[config.mk]
export PLATFORM = sky130hd
export DESIGN_NAME = price_table_sort_and_range_find_top
export DESIGN_NICKNAME = d
export VERILOG_FILES = /design/src/design/ptsr_pkg.sv /design/src/design/ptsr_ram.sv /design/src/design/ptsr_cmp.sv /design/src/design/price_table_sort_and_range_find_top.sv
export SDC_FILE = /design/constraint.sdc
export NUM_CORES = 2
export LEC_CHECK = 0
export ABC_AREA = 1
export BUFFER_PORTS_ARGS = -buffer_cell sky130_fd_sc_hd__buf_2
export CAP_MARGIN = 30
export CORE_MARGIN = 8
export CORE_UTILIZATION = 45
export CTS_CLUSTER_SIZE = 14
export DETAILED_ROUTE_END_ITERATION = 7
export PLACE_DENSITY = 0.67
export SLEW_MARGIN = 15
export SYNTH_ARGS = -nofsm -noshare
export SYNTH_HDL_FRONTEND = slang
export SYNTH_SLANG_ARGS = --single-unit
[constraint.sdc]
create_clock -name clk -period 10.65 [get_ports clk]
set_clock_uncertainty 0.2 [all_clocks]
set_input_delay 0.5325 -clock clk [delete_from_list [all_inputs] [get_ports clk]]
set_output_delay 0.5325 -clock clk [all_outputs]
set_load 0.01 [all_outputs]
[src/design/ptsr_pkg.sv]
package ptsr_pkg;

  localparam int PRICE_W         = 24;
  localparam int REC_W           = 7;
  localparam int FUNC_W          = 2;
  localparam int MAX_ENTRIES_DEF = 64;

  // command codes
  typedef enum logic [FUNC_W-1:0] {
    FUNC_APPEND = 2'd0,
    FUNC_SORT   = 2'd1,
    FUNC_FIND   = 2'd2,
    FUNC_CLEAR  = 2'd3
  } func_t;

  // one table entry as stored in the RAM
  typedef struct packed {
    logic [REC_W-1:0]   rec;
    logic [PRICE_W-1:0] price;
  } entry_t;

  localparam int ENTRY_W = $bits(entry_t);

  // compare unit result: x >= lo and x <= hi
  typedef struct packed {
    logic ge_lo;
    logic le_hi;
  } cmp_res_t;

  typedef enum logic [9:0] {
    S_IDLE     = 10'b00_0000_0001,
    S_SORT_RA  = 10'b00_0000_0010,
    S_SORT_LA  = 10'b00_0000_0100,
    S_SORT_RB  = 10'b00_0000_1000,
    S_SORT_CB  = 10'b00_0001_0000,
    S_SORT_WA  = 10'b00_0010_0000,
    S_LIST_RD  = 10'b00_0100_0000,
    S_LIST_OUT = 10'b00_1000_0000,
    S_FIND_RD  = 10'b01_0000_0000,
    S_FIND_CHK = 10'b10_0000_0000
  } state_t;

endpackage

[src/design/ptsr_ram.sv]
module ptsr_ram #(
  parameter int WIDTH = ptsr_pkg::ENTRY_W,
  parameter int DEPTH = ptsr_pkg::MAX_ENTRIES_DEF
) (
  input  logic                     clk,
  input  logic                     we,
  input  logic [$clog2(DEPTH)-1:0] waddr,
  input  logic [WIDTH-1:0]         wdata,
  input  logic [$clog2(DEPTH)-1:0] raddr,
  output logic [WIDTH-1:0]         rdata
);

  logic [WIDTH-1:0] mem [DEPTH];

  always_ff @(posedge clk) begin
    if (we) begin
      mem[waddr] <= wdata;
    end
    rdata <= mem[raddr];
  end

endmodule

[src/design/ptsr_cmp.sv]
// Shared range compare: used for the sort's greater-than test and the find.
module ptsr_cmp (
  input  logic [ptsr_pkg::PRICE_W-1:0] x,
  input  logic [ptsr_pkg::PRICE_W-1:0] lo,
  input  logic [ptsr_pkg::PRICE_W-1:0] hi,
  output ptsr_pkg::cmp_res_t           res
);

  assign res.ge_lo = (x >= lo);
  assign res.le_hi = (x <= hi);

endmodule

[src/design/price_table_sort_and_range_find_top.sv]
// Channel   Handshake                  Payload
// -------   -------------------------  --------------------------------------------
// command   start / busy (start&!busy)  func, price, low_price, high_price
// result    result_valid (1-cycle)      record_no, price_out, found, table_full, last
//
// Append and clear finish in the accept cycle; append's result shows the next cycle.
// Find: a read and a check per entry; result on the cycle after the hit or the end.
// Sort: per outer entry a read and load, then a read and compare per later entry,
// and a write-back; then a read and an output per listed item (one-read-port RAM).
// rst (synchronous) empties the table and idles the sequencer; no clearing pass.
// Results cannot be stalled: each one is on the ports for exactly one cycle.
module price_table_sort_and_range_find_top #(
  parameter int MAX_ENTRIES = ptsr_pkg::MAX_ENTRIES_DEF
) (
  input  logic                          clk,
  input  logic                          rst,
  input  logic                          start,
  output logic                          busy,
  input  logic [ptsr_pkg::FUNC_W-1:0]   func,
  input  logic [ptsr_pkg::PRICE_W-1:0]  price,
  input  logic [ptsr_pkg::PRICE_W-1:0]  low_price,
  input  logic [ptsr_pkg::PRICE_W-1:0]  high_price,
  output logic                          result_valid,
  output logic [ptsr_pkg::REC_W-1:0]    record_no,
  output logic [ptsr_pkg::PRICE_W-1:0]  price_out,
  output logic                          found,
  output logic                          table_full,
  output logic                          last
);

  localparam int IDX_W = $clog2(MAX_ENTRIES);
  localparam int CNT_W = $clog2(MAX_ENTRIES + 1);

  ptsr_pkg::state_t state, state_next;

  // entry_count, outer index (a) and the shared scan index (b / find / list)
  logic [CNT_W-1:0] count, count_next;
  logic [CNT_W-1:0] a_idx, a_idx_next;
  logic [CNT_W-1:0] idx, idx_next;

  // the entry held at position a during one inner sort pass
  ptsr_pkg::entry_t cur, cur_next;

  // search bounds latched at accept
  logic [ptsr_pkg::PRICE_W-1:0] lo_q, lo_next;
  logic [ptsr_pkg::PRICE_W-1:0] hi_q, hi_next;

  // result register
  logic                         rv_next;
  logic [ptsr_pkg::REC_W-1:0]   rec_next;
  logic [ptsr_pkg::PRICE_W-1:0] pr_next;
  logic                         found_next, full_next, last_next;

  // RAM ports
  logic                         we;
  logic [IDX_W-1:0]             waddr, raddr;
  ptsr_pkg::entry_t             wdata, rentry;
  logic [ptsr_pkg::ENTRY_W-1:0] rdata;

  // compare unit
  logic [ptsr_pkg::PRICE_W-1:0] cmp_lo;
  ptsr_pkg::cmp_res_t           cmp;
  logic                         accept;
  logic                         idx_is_last;

  ptsr_ram #(
    .WIDTH (ptsr_pkg::ENTRY_W),
    .DEPTH (MAX_ENTRIES)
  ) u_ram (
    .clk   (clk),
    .we    (we),
    .waddr (waddr),
    .wdata (wdata),
    .raddr (raddr),
    .rdata (rdata)
  );

  assign rentry = ptsr_pkg::entry_t'(rdata);

  // sort: stored price < cur  <=>  cur > stored price (swap)
  assign cmp_lo = (state == ptsr_pkg::S_SORT_CB) ? cur.price : lo_q;

  ptsr_cmp u_cmp (
    .x   (rentry.price),
    .lo  (cmp_lo),
    .hi  (hi_q),
    .res (cmp)
  );

  assign busy        = (state != ptsr_pkg::S_IDLE);
  assign accept      = start && !busy;
  assign idx_is_last = ((idx + CNT_W'(1)) == count);
  assign raddr       = (state == ptsr_pkg::S_SORT_RA) ? a_idx[IDX_W-1:0] : idx[IDX_W-1:0];

  always_comb begin
    state_next = state;
    count_next = count;
    a_idx_next = a_idx;
    idx_next   = idx;
    cur_next   = cur;
    lo_next    = lo_q;
    hi_next    = hi_q;
    rv_next    = 1'b0;
    rec_next   = '0;
    pr_next    = '0;
    found_next = 1'b0;
    full_next  = 1'b0;
    last_next  = 1'b1;
    we         = 1'b0;
    waddr      = idx[IDX_W-1:0];
    wdata      = cur;

    case (state)
      ptsr_pkg::S_IDLE: begin
        if (accept) begin
          lo_next = low_price;
          hi_next = high_price;
          case (ptsr_pkg::func_t'(func))
            ptsr_pkg::FUNC_APPEND: begin
              rv_next = 1'b1;
              if (count == CNT_W'(MAX_ENTRIES)) begin
                full_next = 1'b1;
              end else begin
                we         = 1'b1;
                waddr      = count[IDX_W-1:0];
                wdata.rec  = ptsr_pkg::REC_W'(count) + ptsr_pkg::REC_W'(1);
                wdata.price = price;
                rec_next   = ptsr_pkg::REC_W'(count) + ptsr_pkg::REC_W'(1);
                pr_next    = price;
                found_next = 1'b1;
                count_next = count + CNT_W'(1);
              end
            end
            ptsr_pkg::FUNC_SORT: begin
              idx_next   = '0;
              a_idx_next = '0;
              if (count == '0) begin
                rv_next = 1'b1;
              end else if (count == CNT_W'(1)) begin
                state_next = ptsr_pkg::S_LIST_RD;
              end else begin
                state_next = ptsr_pkg::S_SORT_RA;
              end
            end
            ptsr_pkg::FUNC_FIND: begin
              idx_next = '0;
              if (count == '0) begin
                rv_next = 1'b1;
              end else begin
                state_next = ptsr_pkg::S_FIND_RD;
              end
            end
            ptsr_pkg::FUNC_CLEAR: begin
              count_next = '0;
            end
            default: begin
              count_next = count;
            end
          endcase
        end
      end

      ptsr_pkg::S_SORT_RA: begin
        state_next = ptsr_pkg::S_SORT_LA;
      end

      ptsr_pkg::S_SORT_LA: begin
        cur_next   = rentry;
        idx_next   = a_idx + CNT_W'(1);
        state_next = ptsr_pkg::S_SORT_RB;
      end

      ptsr_pkg::S_SORT_RB: begin
        state_next = ptsr_pkg::S_SORT_CB;
      end

      ptsr_pkg::S_SORT_CB: begin
        // strict greater: swap when entry b is below the held entry
        if (!cmp.ge_lo) begin
          we       = 1'b1;
          waddr    = idx[IDX_W-1:0];
          wdata    = cur;
          cur_next = rentry;
        end
        if (idx_is_last) begin
          state_next = ptsr_pkg::S_SORT_WA;
        end else begin
          idx_next   = idx + CNT_W'(1);
          state_next = ptsr_pkg::S_SORT_RB;
        end
      end

      ptsr_pkg::S_SORT_WA: begin
        we    = 1'b1;
        waddr = a_idx[IDX_W-1:0];
        wdata = cur;
        if ((a_idx + CNT_W'(2)) == count) begin
          idx_next   = '0;
          state_next = ptsr_pkg::S_LIST_RD;
        end else begin
          a_idx_next = a_idx + CNT_W'(1);
          state_next = ptsr_pkg::S_SORT_RA;
        end
      end

      ptsr_pkg::S_LIST_RD: begin
        state_next = ptsr_pkg::S_LIST_OUT;
      end

      ptsr_pkg::S_LIST_OUT: begin
        rv_next    = 1'b1;
        rec_next   = rentry.rec;
        pr_next    = rentry.price;
        found_next = 1'b1;
        last_next  = idx_is_last;
        if (idx_is_last) begin
          state_next = ptsr_pkg::S_IDLE;
        end else begin
          idx_next   = idx + CNT_W'(1);
          state_next = ptsr_pkg::S_LIST_RD;
        end
      end

      ptsr_pkg::S_FIND_RD: begin
        state_next = ptsr_pkg::S_FIND_CHK;
      end

      ptsr_pkg::S_FIND_CHK: begin
        if (cmp.ge_lo && cmp.le_hi) begin
          rv_next    = 1'b1;
          rec_next   = rentry.rec;
          pr_next    = rentry.price;
          found_next = 1'b1;
          state_next = ptsr_pkg::S_IDLE;
        end else if (idx_is_last) begin
          rv_next    = 1'b1;
          state_next = ptsr_pkg::S_IDLE;
        end else begin
          idx_next   = idx + CNT_W'(1);
          state_next = ptsr_pkg::S_FIND_RD;
        end
      end

      default: begin
        state_next = ptsr_pkg::S_IDLE;
      end
    endcase
  end

  // control state
  always_ff @(posedge clk) begin
    if (rst) begin
      state        <= ptsr_pkg::S_IDLE;
      count        <= '0;
      result_valid <= 1'b0;
    end else begin
      state        <= state_next;
      count        <= count_next;
      result_valid <= rv_next;
    end
  end

  // datapath and result payload
  always_ff @(posedge clk) begin
    a_idx      <= a_idx_next;
    idx        <= idx_next;
    cur        <= cur_next;
    lo_q       <= lo_next;
    hi_q       <= hi_next;
    record_no  <= rec_next;
    price_out  <= pr_next;
    found      <= found_next;
    table_full <= full_next;
    last       <= last_next;
  end

endmodule

==> reports/metrics.yaml <==
cp-endpoint: "u_ram.mem[51][18]"
nFillCells: 18000
pwr-share-seq_pct: 37.7
drive_gt1_share_pct: 7.49
first_pass_iters: 8
cap_viol_max_count: 0
post_cts_buffers: 0
maxSlewViolCount: 0
peakVddDrop_v: 0.000234
area_growth_pct: 13.5
crit_fanout: 31
r2r-start: "state[9]"
cts_hold_repair.buffers: 75
syn-num-nets: 9293
cpPeakStageDelay_ps: 830
initial_core_util_pct: 45.3
fin_crit_ps: 5690
wl_per_cell_um: 23.3
multiInputGateArea_um2: 22500
routed_via_density: 5.49
cp.depth: 13
ant_nets: 0
area.sequential_um2: 64000
ff2ff_setup_slack_ps: 4960
powerDensity_nw_per_um2: 246
port_buffers: 112
path_class: "reg2reg"
p_comb_share_pct: 34.3
drc: 0
synthTopCellsByCount: "2121 x nand3_1, 2077 x edfxtp_1, 2030 x nand2_1"
synth_edf_count: 2077
cts_sinks: 2160
rows: 168
yosysWarnings: 0
core-area_um2: 210000
placedInstanceArea_um2: 99200
dp_hpwl_um: 164000
end_kind: "flip-flop"
crit_path_top_delay_cell: "nor2_4"
grt_max_degree: 192
tns_ps: 0
dieArea_um2: 226000
worstPathCellList: "nor2_4 -> nand2_2 -> nor3_4 -> nand2_2 -> inv_2 -> nand3_2 -> clkinv_2 -> nand3_1 -> nand3_1 -> and2b_1 -> nand3_2 -> nor2_4 -> buf_16"
grt.total_usage_pct: 24.5
finalInstanceArea_um2: 108000
fin_nets: 9382
clkPwrFrac_pct: 28.0
ys_types: 38
yosys-top-cells-area: "edfxtp_1 66%, nand3_1 11%, nand2_1 8.0%, inv_1 7.3%, dfxtp_1 1.7%"
clk_pin_slew_ps: 60
dieHeight_um: 476
max-slew-margin-rel_pct: 23.8
p_leak_nw: 44.9
syn_avg_cell_area_um2: 10.4
startpoint_type: "flip-flop"
power.switching_mw: 10.5
p_sw_share_pct: 39.6
clock.fmax_ghz: 0.176
crit_required_ps: 11030
clk_latency_ps: 900
holdCritPathClass: "in2reg"
wl_um: 286000
drt_iter0_markers: 10400
ff2ff_path_depth: 13
p_int_mw: 16.1
ys.flop_type: "edfxtp_1"
synth_top_area_share_pct: 65.6
synthCells: 9158
synth_most_common_cell: "nand3_1"
antenna_found_initial: 14
critPathTopFamily: "simple AND/OR/NAND/NOR gates"
rsz0062_at_grt: "false"
cts_buffers: 216
boundaryPins: 113
cts_tree: "yes"
yosys.area.top_type: "edfxtp_1"
outcome: "finished, final reports clean"
clockRootBuffer: "clkbuf_16"
gp_congestion: 0.923
seq_area_frac_synth_pct: 67.4
setup_viol: 0
crit_start: "state[9]"
vias: 67300
synthArstFlopShare_pct: 0
finalCritPeriodShare_pct: 53.4
cp.arrival_ps: 6070
tightest_slew_ps: 1140
htree_levels: 4
fp.dieW_um: 476
finalHoldViolCount: 0
crit_buf_inv: 3
grt_pass1_vias: 62400
cts_resized: 0
rr_endpoint: "u_ram.mem[51][18]"
ys_seq_elements: 2160
grt_remaining_overflow: 0
cts_buffer_depth: 3
netlist_area_um2: 95100
grt_pass1_wl_um: 416000
-- cell usage in the layout (no fill, tap or decap), drive strengths merged, types with 13 or more instances in the layout --
cell type	Yosys	routed
a21oi	44	44
buf	348	282
clkbuf	138	292
clkinv	1	99
dfxtp	83	83
dlygate4sd3	0	75
edfxtp	2077	2077
ha	58	58
inv	1855	1857
nand2	2034	2034
nand3	2131	2131
nand3b	127	127
nand4	14	14
nor2	114	114
nor3	13	13
o21ai	73	73
xor2	20	20
-- per-stage QoR --
step	total power [mW]	util, %	setup slack [ps]	instances	hold WS [ps]
finish	26.6	51.4	4960	12200	101
global route	27.5	51.4	4710	12200	83.8
CTS	26.4	51.0	4810	12200	18.1
detailed placement	19.0	47.3	4860	11700	269
global placement	18.9	47.0	4420	11700	243
floorplan	15.5	-	5540	9158	209
-- worst min path at each step --
stage | to | depth (start not counted) | from
after floorplan | cur[24] | 0 | u_ram.rdata[24]
after global placement | cur[26] | 0 | u_ram.rdata[26]
after detailed placement | cur[26] | 0 | u_ram.rdata[26]
after CTS | state[8] | 5 | func[0]
after global routing | state[8] | 5 | func[0]
final | state[8] | 5 | func[0]
-- registers in the layout, indices dropped and copies added (netlist names), 7 cells and up --
name and flops:
u_ram.rdata 31, count 7, hi_q 24, a_idx 7, cur 31, lo_q 24
record_no 7, idx 7, state 10, u_ram.mem 1984, price_out 24
-- per-layer routing --
layer	global-route usage (%)	wire, µm	up-vias
met5	0	12	-
met4	11.5	14800	2
met3	4.91	35400	577
met2	35.7	123000	4212
met1	35.3	113000	32300
li1	-	-	30200
-- power by group through the flow --
stage	sequential (mW)	combinational (mW)	clock, mW
2_1_floorplan	10.0	5.49	0
3_3_place_gp	10.2	8.72	0
3_5_place_dp	10.2	8.83	0
4_1_cts	9.99	8.90	7.51
5_1_grt	10.0	9.68	7.83
6_report	10.0	9.12	7.45
-- cell type report --
type	count	area share (%)
Sequential cell	2160	59.4
Multi-Input combinational cell	4656	20.9
Inverter	1856	6.47
Clock buffer	292	5.34
Timing Repair Buffer	357	3.60
Tap cell	2805	3.25
Clock inverter	115	1.10
Antenna cell	3	0.00696
-- worst register-to-register path, stage by stage (launching register included) --
cell      delay [ps]
dfxtp_1          340
nor2_4           220
nand2_2          110
nor3_4           580
nand2_2          150
inv_2            410
nand3_2          410
clkinv_2         490
nand3_1          140
nand3_1          250
and2b_1          390
nand3_2          630
nor2_4           830
buf_16           240
-- logic make-up after synthesis --
group / after synthesis / synth area share (%)
simple gates: 4439 / 21.0
buf+inv: 2342 / 9.87
flops: 2160 / 67.4
compound gates: 131 / 0.744
fa+ha+maj: 58 / 0.763
xor+xnor: 28 / 0.258
No activity file was read; power rests on OpenSTA's default activity.
